==> src/sv/mbus_frame_receiver_core_defines.svh <==
// ----------------------------------------------------------------------------
// mbus frame receiver assertion macros
// concurrent checks sampled on clk, disabled while rst_n is low
// ----------------------------------------------------------------------------
`ifndef MBUS_FRAME_RECEIVER_CORE_DEFINES_SVH
`define MBUS_FRAME_RECEIVER_CORE_DEFINES_SVH

// same-cycle implication
`define MBFR_ASSERT_SAME(label, ante, cons) \
    label: assert property (@(posedge clk) disable iff (!rst_n) (ante) |-> (cons)) \
        else $error("mbfr check failed");

// next-cycle implication
`define MBFR_ASSERT_NEXT(label, ante, cons) \
    label: assert property (@(posedge clk) disable iff (!rst_n) (ante) |=> (cons)) \
        else $error("mbfr check failed");

`endif

==> src/sv/mbfr_pkg.sv <==
// ----------------------------------------------------------------------------
// mbfr_pkg
// types and constants shared by the m-bus ft1.2 frame receiver
// ----------------------------------------------------------------------------
`timescale 1ns / 1ps
`default_nettype none

package mbfr_pkg;

    localparam logic [7:0] START_SHORT = 8'h10;
    localparam logic [7:0] START_LONG  = 8'h68;
    localparam logic [7:0] STOP_BYTE   = 8'h16;
    localparam logic [7:0] MIN_LEN     = 8'h03;

    localparam logic [1:0] KIND_SHORT   = 2'd0;
    localparam logic [1:0] KIND_CONTROL = 2'd1;
    localparam logic [1:0] KIND_LONG    = 2'd2;

    localparam logic [1:0] EV_NONE   = 2'd0;
    localparam logic [1:0] EV_DATA   = 2'd1;
    localparam logic [1:0] EV_FRAME  = 2'd2;
    localparam logic [1:0] EV_ERROR  = 2'd3;

    typedef enum logic [3:0] {
        PH_IDLE   = 4'd0,
        PH_L1     = 4'd1,
        PH_L2     = 4'd2,
        PH_START2 = 4'd3,
        PH_C      = 4'd4,
        PH_A      = 4'd5,
        PH_CI     = 4'd6,
        PH_DATA   = 4'd7,
        PH_SUM    = 4'd8,
        PH_STOP   = 4'd9
    } phase_t;

    typedef struct packed {
        phase_t     phase;
        logic [1:0] kind;
        logic [7:0] length_field;
        logic [7:0] running_sum;
        logic [7:0] counted_length;
        logic [7:0] data_count;
        logic [7:0] saved_control;
        logic [7:0] saved_address;
        logic [7:0] saved_ci;
    } state_t;

    typedef struct packed {
        logic [1:0] event_res;
        logic [7:0] data_byte;
        logic [7:0] data_index;
        logic [1:0] frame_kind;
        logic [7:0] control_code;
        logic [7:0] station_address;
        logic [7:0] ci_code;
        logic [7:0] frame_length;
    } result_t;

    localparam state_t STATE_CLEAR = '{
        phase:          PH_IDLE,
        kind:           KIND_SHORT,
        length_field:   8'd0,
        running_sum:    8'd0,
        counted_length: 8'd0,
        data_count:     8'd0,
        saved_control:  8'd0,
        saved_address:  8'd0,
        saved_ci:       8'd0
    };

endpackage

`default_nettype wire

==> src/sv/mbfr_step.sv <==
// ----------------------------------------------------------------------------
// mbfr_step
// next-state and result logic for one received byte
// ----------------------------------------------------------------------------
`timescale 1ns / 1ps
`default_nettype none

module mbfr_step
(
    input  var mbfr_pkg::state_t  state_cur,
    input  wire logic [7:0]       rx_byte,
    output var mbfr_pkg::state_t  state_next,
    output var mbfr_pkg::result_t result_next
);

    function automatic logic short_code_ok(input logic [7:0] c);
        logic [7:0] base;
        base = c & 8'hCF;
        return (c == 8'h40) || (base == 8'h4A) || (base == 8'h4B);
    endfunction

    function automatic logic long_code_ok(input logic [7:0] c);
        return (c & 8'hCF) == 8'h43;
    endfunction

    logic       fail;
    logic [7:0] sum_add;
    logic [7:0] count_inc;

    assign sum_add   = state_cur.running_sum + rx_byte;
    assign count_inc = state_cur.counted_length + 8'd1;

    always_comb
    begin
        state_next  = state_cur;
        result_next = '0;
        fail        = 1'b0;
        case (state_cur.phase)
            mbfr_pkg::PH_IDLE:
            begin
                if (rx_byte == mbfr_pkg::START_SHORT)
                begin
                    state_next       = mbfr_pkg::STATE_CLEAR;
                    state_next.kind  = mbfr_pkg::KIND_SHORT;
                    state_next.phase = mbfr_pkg::PH_C;
                end
                else if (rx_byte == mbfr_pkg::START_LONG)
                begin
                    state_next       = mbfr_pkg::STATE_CLEAR;
                    state_next.phase = mbfr_pkg::PH_L1;
                end
            end
            mbfr_pkg::PH_L1:
            begin
                state_next.length_field = rx_byte;
                state_next.kind = (rx_byte == mbfr_pkg::MIN_LEN) ?
                                  mbfr_pkg::KIND_CONTROL : mbfr_pkg::KIND_LONG;
                if (rx_byte < mbfr_pkg::MIN_LEN)
                    fail = 1'b1;
                else
                    state_next.phase = mbfr_pkg::PH_L2;
            end
            mbfr_pkg::PH_L2:
            begin
                if (rx_byte != state_cur.length_field)
                    fail = 1'b1;
                else
                    state_next.phase = mbfr_pkg::PH_START2;
            end
            mbfr_pkg::PH_START2:
            begin
                if (rx_byte != mbfr_pkg::START_LONG)
                    fail = 1'b1;
                else
                    state_next.phase = mbfr_pkg::PH_C;
            end
            mbfr_pkg::PH_C:
            begin
                state_next.running_sum = sum_add;
                if (state_cur.kind == mbfr_pkg::KIND_SHORT)
                begin
                    if (short_code_ok(rx_byte))
                    begin
                        state_next.saved_control = rx_byte;
                        state_next.phase         = mbfr_pkg::PH_A;
                    end
                    else
                        fail = 1'b1;
                end
                else
                begin
                    state_next.counted_length = 8'd1;
                    if (long_code_ok(rx_byte))
                    begin
                        state_next.saved_control = rx_byte;
                        state_next.phase         = mbfr_pkg::PH_A;
                    end
                    else
                        fail = 1'b1;
                end
            end
            mbfr_pkg::PH_A:
            begin
                state_next.running_sum   = sum_add;
                state_next.saved_address = rx_byte;
                if (state_cur.kind == mbfr_pkg::KIND_SHORT)
                    state_next.phase = mbfr_pkg::PH_SUM;
                else
                begin
                    state_next.counted_length = count_inc;
                    state_next.phase          = mbfr_pkg::PH_CI;
                end
            end
            mbfr_pkg::PH_CI:
            begin
                state_next.running_sum = sum_add;
                state_next.saved_ci    = rx_byte;
                if (state_cur.kind == mbfr_pkg::KIND_CONTROL)
                    state_next.phase = mbfr_pkg::PH_SUM;
                else
                begin
                    state_next.counted_length = count_inc;
                    state_next.data_count     = 8'd0;
                    state_next.phase          = mbfr_pkg::PH_DATA;
                end
            end
            mbfr_pkg::PH_DATA:
            begin
                state_next.running_sum    = sum_add;
                state_next.counted_length = count_inc;
                state_next.data_count     = state_cur.data_count + 8'd1;
                result_next.event_res     = mbfr_pkg::EV_DATA;
                result_next.data_byte     = rx_byte;
                result_next.data_index    = state_cur.data_count;
                if (count_inc == state_cur.length_field)
                    state_next.phase = mbfr_pkg::PH_SUM;
            end
            mbfr_pkg::PH_SUM:
            begin
                if (rx_byte != state_cur.running_sum)
                    fail = 1'b1;
                else
                    state_next.phase = mbfr_pkg::PH_STOP;
            end
            mbfr_pkg::PH_STOP:
            begin
                if (rx_byte != mbfr_pkg::STOP_BYTE)
                    fail = 1'b1;
                else
                begin
                    result_next.event_res       = mbfr_pkg::EV_FRAME;
                    result_next.frame_kind      = state_cur.kind;
                    result_next.control_code    = state_cur.saved_control;
                    result_next.station_address = state_cur.saved_address;
                    if (state_cur.kind != mbfr_pkg::KIND_SHORT)
                    begin
                        result_next.ci_code      = state_cur.saved_ci;
                        result_next.frame_length = state_cur.length_field;
                    end
                    state_next.phase = mbfr_pkg::PH_IDLE;
                end
            end
            default:
            begin
                fail = 1'b1;
            end
        endcase

        if (fail)
        begin
            state_next            = mbfr_pkg::STATE_CLEAR;
            result_next           = '0;
            result_next.event_res = mbfr_pkg::EV_ERROR;
        end
    end

endmodule

`default_nettype wire

==> src/sv/mbus_frame_receiver_core.sv <==
// ----------------------------------------------------------------------------
// mbus_frame_receiver_core
// m-bus ft1.2 frame receiver, one byte request in, one result request out
// latency: a result is valid the cycle after its byte is accepted
// throughput: one byte per cycle, held back only by a full output register
// the output register frees itself in the cycle its result is taken
// reset: frame state returns to idle, the output register is empty
// ----------------------------------------------------------------------------
`timescale 1ns / 1ps
`default_nettype none
`include "mbus_frame_receiver_core_defines.svh"

module mbus_frame_receiver_core
(
    input  wire logic       clk,
    input  wire logic       rst_n,
    input  wire logic       in_valid,
    output wire logic       in_ready,
    input  wire logic [7:0] rx_byte,
    output wire logic       out_valid,
    input  wire logic       out_ready,
    output wire logic [1:0] event_res,
    output wire logic [7:0] data_byte,
    output wire logic [7:0] data_index,
    output wire logic [1:0] frame_kind,
    output wire logic [7:0] control_code,
    output wire logic [7:0] station_address,
    output wire logic [7:0] ci_code,
    output wire logic [7:0] frame_length
);

    mbfr_pkg::state_t  state_reg;
    mbfr_pkg::state_t  state_next;
    mbfr_pkg::result_t result_reg;
    mbfr_pkg::result_t result_next;
    logic              out_valid_reg;
    logic              in_fire;

    assign in_ready = !out_valid_reg || out_ready;
    assign in_fire  = in_valid && in_ready;

    mbfr_step u_step
    (
        .state_cur   (state_reg),
        .rx_byte     (rx_byte),
        .state_next  (state_next),
        .result_next (result_next)
    );

    always_ff @(posedge clk or negedge rst_n)
    begin
        if (!rst_n)
        begin
            state_reg     <= mbfr_pkg::STATE_CLEAR;
            out_valid_reg <= 1'b0;
        end
        else
        begin
            if (in_fire)
                state_reg <= state_next;
            if (in_fire)
                out_valid_reg <= 1'b1;
            else if (out_ready)
                out_valid_reg <= 1'b0;
        end
    end

    always_ff @(posedge clk)
    begin
        if (in_fire)
            result_reg <= result_next;
    end

    assign out_valid       = out_valid_reg;
    assign event_res       = result_reg.event_res;
    assign data_byte       = result_reg.data_byte;
    assign data_index      = result_reg.data_index;
    assign frame_kind      = result_reg.frame_kind;
    assign control_code    = result_reg.control_code;
    assign station_address = result_reg.station_address;
    assign ci_code         = result_reg.ci_code;
    assign frame_length    = result_reg.frame_length;

    // idle noise is dropped without leaving idle
    `MBFR_ASSERT_NEXT(a_idle_noise, in_fire && state_reg.phase == mbfr_pkg::PH_IDLE && rx_byte != mbfr_pkg::START_SHORT && rx_byte != mbfr_pkg::START_LONG, result_reg.event_res == mbfr_pkg::EV_NONE && state_reg.phase == mbfr_pkg::PH_IDLE)
    // an error clears all frame state
    `MBFR_ASSERT_SAME(a_error_clears, out_valid_reg && result_reg.event_res == mbfr_pkg::EV_ERROR, state_reg == mbfr_pkg::STATE_CLEAR)
    // a delivered frame leaves the receiver idle
    `MBFR_ASSERT_SAME(a_frame_idle, out_valid_reg && result_reg.event_res == mbfr_pkg::EV_FRAME, state_reg.phase == mbfr_pkg::PH_IDLE)
    // data index tracks the data counter
    `MBFR_ASSERT_SAME(a_data_index, out_valid_reg && result_reg.event_res == mbfr_pkg::EV_DATA, state_reg.data_count == 8'(result_reg.data_index + 8'd1) && (state_reg.phase == mbfr_pkg::PH_DATA || state_reg.phase == mbfr_pkg::PH_SUM))

endmodule

`default_nettype wire
==> config.mk <==
export PLATFORM = sky130hd
export DESIGN_NAME = mbus_frame_receiver_core
export DESIGN_NICKNAME = d
export VERILOG_FILES = /design/src/sv/mbfr_pkg.sv /design/src/sv/mbfr_step.sv /design/src/sv/mbus_frame_receiver_core.sv
export VERILOG_INCLUDE_DIRS = /design/src /design/src/sv
export SDC_FILE = /design/constraint.sdc
export NUM_CORES = 1
export LEC_CHECK = 0
export BUFFER_PORTS_ARGS = -buffer_cell sky130_fd_sc_hd__buf_2
export CAP_MARGIN = 20
export CORE_UTILIZATION = 45
export DETAILED_ROUTE_END_ITERATION = 8
export GPL_TIMING_DRIVEN = 0
export PLACE_DENSITY_LB_ADDON = 0.12
export SYNTH_ARGS = -nofsm -noshare
export SYNTH_HDL_FRONTEND = slang
export SYNTH_HIERARCHICAL = 1
export SYNTH_SLANG_ARGS = --single-unit
==> constraint.sdc <==
create_clock -name clk -period 2.3 [get_ports clk]
set_input_delay 0.115 -clock clk [delete_from_list [all_inputs] [get_ports clk]]
set_output_delay 0.115 -clock clk [all_outputs]
set_load 0.01 [all_outputs]
# Word level (Yosys, flattened, before mapping)
# Cells that the tools add are included.
[word_totals]
romBits = 0
elab_cells = 128
mem_count = 0
output_inout_bits = 54
ff_bits = 115
ramBits = 0
latch_bits = 0
[classes]
n_bitwise = 3
n_lt_le_gt_ge = 1
n_eq_ne = 34
mul = 0
muxes = 41
reduce_logical = 28
div_mod_pow = 0
n_addsub = 3
shift = 0
[op_table]
columns = ["op", "n"]
rows = [
  ["$mux W62", 3],
  ["$pmux W16 S5", 1],
  ["$pmux W8 S2", 3],
  ["$mux W4", 11],
  ["$mux W8", 5],
  ["$pmux W4 S10", 1],
  ["$ne A3 B2 Y1 const B", 8],
  ["$pmux W8 S3", 1],
  ["$pmux W10 S2", 1],
  ["$eq A6 B5 Y1 const B", 3],
  ["$add A8 B1 Y8 const B", 2],
  ["$eq A4 B3 Y1 const B", 4],
  ["$eq A8 B7 Y1 const B", 2],
  ["$mux W16", 1],
  ["$ne A8 B8 Y1", 2],
  ["$reduce_and A3 Y1", 4],
  ["$reduce_bool A3 Y1", 4],
  ["$reduce_and A11 Y1", 1],
  ["$reduce_bool A11 Y1", 1],
  ["$mux W1", 10],
  ["$add A8 B8 Y8", 1],
  ["$eq A4 B2 Y1 const B", 2],
  ["$eq A4 B4 Y1 const B", 2],
  ["$eq A8 B2 Y1 const B", 1],
  ["other kinds (28)", 36],
]

# Logic depth before layout (Yosys ltp)
[logic_depth]
depth_word = 8
ltp_mapped = 10
mapped_depth_nobuf = 10

# Modules after synthesis
# Netlist, hierarchy kept.
[modules_own_cells]
columns = ["module", "instances", "area_each_um2", "seq_area_each_um2", "cells_each"]
rows = [
  ["mbus_frame_receiver_core", 1, 4160.2, 3138.0, 187],
  ["mbfr_step", 1, 2612.5, 0.0, 422],
]

# Least setup slack after synthesis
# OpenSTA, ideal clock, no wires.
[synth_path]
path_type = "register to register"
from = "register state_reg[59] (netlist bit)"
to = "register state_reg[0] (netlist bit)"
setup_slack_ns = -0.025
synth_period_minus_slack_ns = 2.325
path_stages_with_launch = 9
arrival_time_ns = 2.200
t_required_ns = 2.175
path_cell_list = "dfrtp_1 > buf_2 > or4b_2 > nor3_1 > nor4_2 > o2111ai_2 > clkbuf_1 > nor2_1 > mux2_4"
[synth_rtl]
columns = ["item", "line_no", "text"]
rows = [
  ["from (decl)", "mbus_frame_receiver_core.sv:32", "mbfr_pkg::state_t state_reg;"],
  ["from (signal assigned)", "mbus_frame_receiver_core.sv:54", "state_reg <= mbfr_pkg::STATE_CLEAR;"],
  ["from (signal assigned)", "mbus_frame_receiver_core.sv:60", "state_reg <= state_next;"],
]

# Final worst setup path
[layout_path]
from = "register state_reg[43] (netlist bit)"
to = "register result_reg, in the netlist event_res[1], data pin"
[layout_between]
elab_chain_len = 3
[layout_lines]
columns = ["item", "line_no", "text"]
rows = [
  ["$ne A8 B8 Y1", "mbfr_step.sv:140", "if (rx_byte != state_cur.running_sum)"],
  ["$mux W1", "mbfr_step.sv:140", ""],
  ["$pmux W1 S7", "mbfr_step.sv:38", "case (state_cur.phase)"],
  ["to (signal assigned)", "mbus_frame_receiver_core.sv:71", "result_reg <= result_next;"],
  ["to (decl)", "mbus_frame_receiver_core.sv:34", "mbfr_pkg::result_t result_reg;"],
]
# Every way passes these cells.
# A chain may end at the register's enable or synchronous reset.

==> impl_metrics.env <==
export IMPL_fmax_ghz=0.423
export IMPL_whs_ns=0.295
export IMPL_worst_slack_ns=-0.0649
export IMPL_report_final_slew_viol_count=0
export IMPL_drtIter0Drc=459
export IMPL_clock_latency_ns=0.42
export IMPL_critPathKind="reg2reg"
export IMPL_synth_flop_cell="dfrtp_1"
export IMPL_synth_top_area_frac=0.233
export IMPL_reg2regPathDepth=8
export IMPL_die_h_um=125
export IMPL_grt_pass1_vias=5270
export IMPL_critPathArrivalTime_ns=2.53
export IMPL_powerDensity_mw_per_mm2=939
export IMPL_power_leakage_uw=0.00377
export IMPL_ys_seq_elements=115
export IMPL_hold_violations=0
export IMPL_synth_nets=632
export IMPL_cts_buffer_depth=2
export IMPL_synth_cell_types=68
export IMPL_gp_congestion=0.910
export IMPL_synthMuxAreaShare=0.142
export IMPL_io_buffers=65
export IMPL_max_stage_delay_ns=0.43
export IMPL_route_detailed_drc=0
export IMPL_end_kind="register"
export IMPL_async_flop_share=0.548
export IMPL_period_share=1.03
export IMPL_outcome="finished with violations"
export IMPL_synth_xor_area_frac=0.0336
export IMPL_synth_top_family_by_area="simple AND/OR/NAND/NOR gates"
export IMPL_clockRootBuffer="clkbuf_16"
export IMPL_avgSynthCellArea_um2=11.1
export IMPL_synth_simple_area_share=0.187
export IMPL_yosysWarnings=6
export IMPL_grt_overflow=0
export IMPL_syn_cell_area_mm2=0.00677
export IMPL_wl_per_cell_um=19.8
export IMPL_worstPathRequired_ns=2.47
export IMPL_fin_crit_ns=2.36
export IMPL_synth_compound_area_frac=0.115
export IMPL_cts_made_buffers=17
export IMPL_setup_tns_final_ns=-0.139
export IMPL_grt_pass1_wl_um=28500
export IMPL_multi_input_comb_area_mm2=0.00374
export IMPL_synth_edff_count=52
export IMPL_cts_sinks=115
export IMPL_min_from="rx_byte[6]"
export IMPL_peakVddDrop_uv=622
export IMPL_ys_top_cells_by_area="dfrtp_1, edfxtp_1, mux2_4"
export IMPL_cp_start_kind="register"
export IMPL_setup_viol=9
export IMPL_cpMaxStageDelayCell="dfrtp_1"
export IMPL_grt_antenna_before_repair=0
export IMPL_rows=44
export IMPL_seq_area_frac_synth=0.463
export IMPL_finClkSkew_ns=0.00944
export IMPL_crit_fanout=5
export IMPL_start_util=0.464
export IMPL_grt_start_max_net_pins=64
export IMPL_r2r_start="state_reg[43]$_DFFE_PN0P_"
export IMPL_largest_reg_flops=62
export IMPL_grt_setup_unrepaired="true"
export IMPL_layout_drive_gt1_share=0.380
export IMPL_finalNetCount=736
export IMPL_core_area_mm2=0.0146
export IMPL_cts_htree_levels=4
export IMPL_yosys_area_top_type="dfrtp_1"
export IMPL_min_path_cells=3
export IMPL_seq_area_mm2=0.00315
export IMPL_vias=5404
export IMPL_die_width_um=125
export IMPL_area_delta_synth_final_pct=27.3
export IMPL_track_usage=0.237
export IMPL_fillers=1177
export IMPL_startpoint="state_reg[43]$_DFFE_PN0P_"
export IMPL_cts_tree="done"
export IMPL_wl_um=18000
export IMPL_design_die_area_mm2=0.0155
export IMPL_pin_count=66
export IMPL_hp_class="in2reg"
export IMPL_clk_pin_slew_ns=0.05
export IMPL_path_cells="ha_4, nor4_1, and3_1, nand2b_4, o2111ai_4, buf_12, buf_6, or2_2"
export IMPL_worstMarginPinSlew_ns=0.868
export IMPL_slew_headroom=0.421
export IMPL_cap_viol_max_count=0
export IMPL_final_antenna_net_count=0
export IMPL_violations="negative setup slack"
export IMPL_dp_hpwl_um=11500
export IMPL_synth_cells=609
export IMPL_first_pass_iters=5
export IMPL_diodes=0
export IMPL_avgViaCountPerCell=5.94
export IMPL_synth_adder_area_share=0.0214
-- cell usage in the layout, fill, tap and decap left out, types with 8 or more instances in the layout --
master     count
a21oi_1       16
a21oi_2        9
a22oi_1       32
and2_1        33
and3_1        19
buf_2         70
buf_4         14
buf_6         15
clkbuf_1       8
clkbuf_16     17
dfrtp_1       57
edfxtp_1      52
inv_1         10
mux2_4        59
nand2_1       22
nand2b_1       9
nor2_1        63
o21ai_0       17
xnor2_1       22
-- metrics by stage --
step | total power [uW] | setup WS, ns | instances | instance area [um^2] | util
after floorplan | 3960 | -0.0248 | 609 | 6770 | -
after global placement | 4550 | -0.588 | 858 | 7330 | 0.502
after detailed placement | 4580 | -0.610 | 859 | 7350 | 0.504
after CTS | 7900 | -0.0497 | 905 | 8370 | 0.574
after global routing | 8450 | -0.0993 | 910 | 8620 | 0.591
final | 8100 | -0.0649 | 910 | 8620 | 0.591
-- repair_timing --
action                                 CTS  global route
setup endpoints to repair               67            92
hold buffers                             3             0
gates resized for setup                 66            57
pin swaps                                8            13
endpoints found under the hold margin   64             0
buffers inserted                         7             6
gates cloned                             5             0
-- final timing paths --
check | endpoint | slack (ns)
worst max-delay path | event_res[1]$_DFFE_PP_ | -0.06
worst min-delay path | data_byte[6]$_DFFE_PP_ | 0.30
worst max register to register | event_res[1]$_DFFE_PP_ | -0.06
worst min register to register | state_reg[23]$_DFFE_PN0P_ | 0.52
max in group asynchronous | state_reg[58]$_DFFE_PN0P_ | 1.32
min in group asynchronous | state_reg[25]$_DFFE_PN0P_ | 0.35
-- power by group --
group          switching (uW)  internal (uW)
Sequential                192           2330
Clock                     908           1900
Combinational            1530           1240
Total                    2630           5470
-- synthesized netlist by cell type (4+ instances only) --
library cell / instances
buf_6: 6
nand4_1: 5
o31ai_1: 4
dfrtp_1: 63
edfxtp_1: 52
a311oi_1: 5
nor2_1: 67
and3_1: 19
inv_1: 11
mux2_4: 59
nand3_1: 8
nand2b_1: 11
nor3_1: 11
nand2_1: 25
a21oi_1: 25
clkbuf_1: 18
o21a_1: 4
o21ai_0: 19
nor2b_1: 7
xor2_1: 4
buf_2: 11
a31oi_1: 4
nor4_1: 6
and2_1: 33
mux2i_1: 4
ha_1: 10
xnor2_1: 22
a22oi_1: 32
-- logic make-up after synthesis --
family,count (synthesis)
AND/OR/NAND/NOR,226
AO/OA/AOI/OAI,116
flip-flops,115
multiplexers,66
buffers and inverters,49
XOR/XNOR,26
adder cells (fa/ha/maj),11
-- cell type report --
cell class / instances / share of cell area
Timing Repair Buffer: 86 / 0.0643
Buffer: 36 / 0.0332
Tap cell: 184 / 0.0267
Clock inverter: 12 / 0.0216
Inverter: 11 / 0.00479
Multi-Input combinational cell: 446 / 0.434
Sequential cell: 115 / 0.365
Clock buffer: 20 / 0.0506
-- layer usage --
metal  track usage  part of all wire  wire length (um)  up-vias
met5             0                 0                 0        -
met3        0.0550             0.065              1180       38
li1              -                 -                 -     2460
met1         0.315              0.43              7820     2681
met4         0.108             0.025               445        0
met2         0.366              0.47              8540      225
-- critical path: cells and delay by family (launching register included) --
kind                       cells  cell delay (ns)
AOI/OAI and AO/OA              1             0.14
DFF                            1             0.43
buffers and inverters          2             0.31
adders and majority gates      1             0.27
and+or+nand+nor                4             0.97
Note: power is estimated with default switching activity, not from simulation.
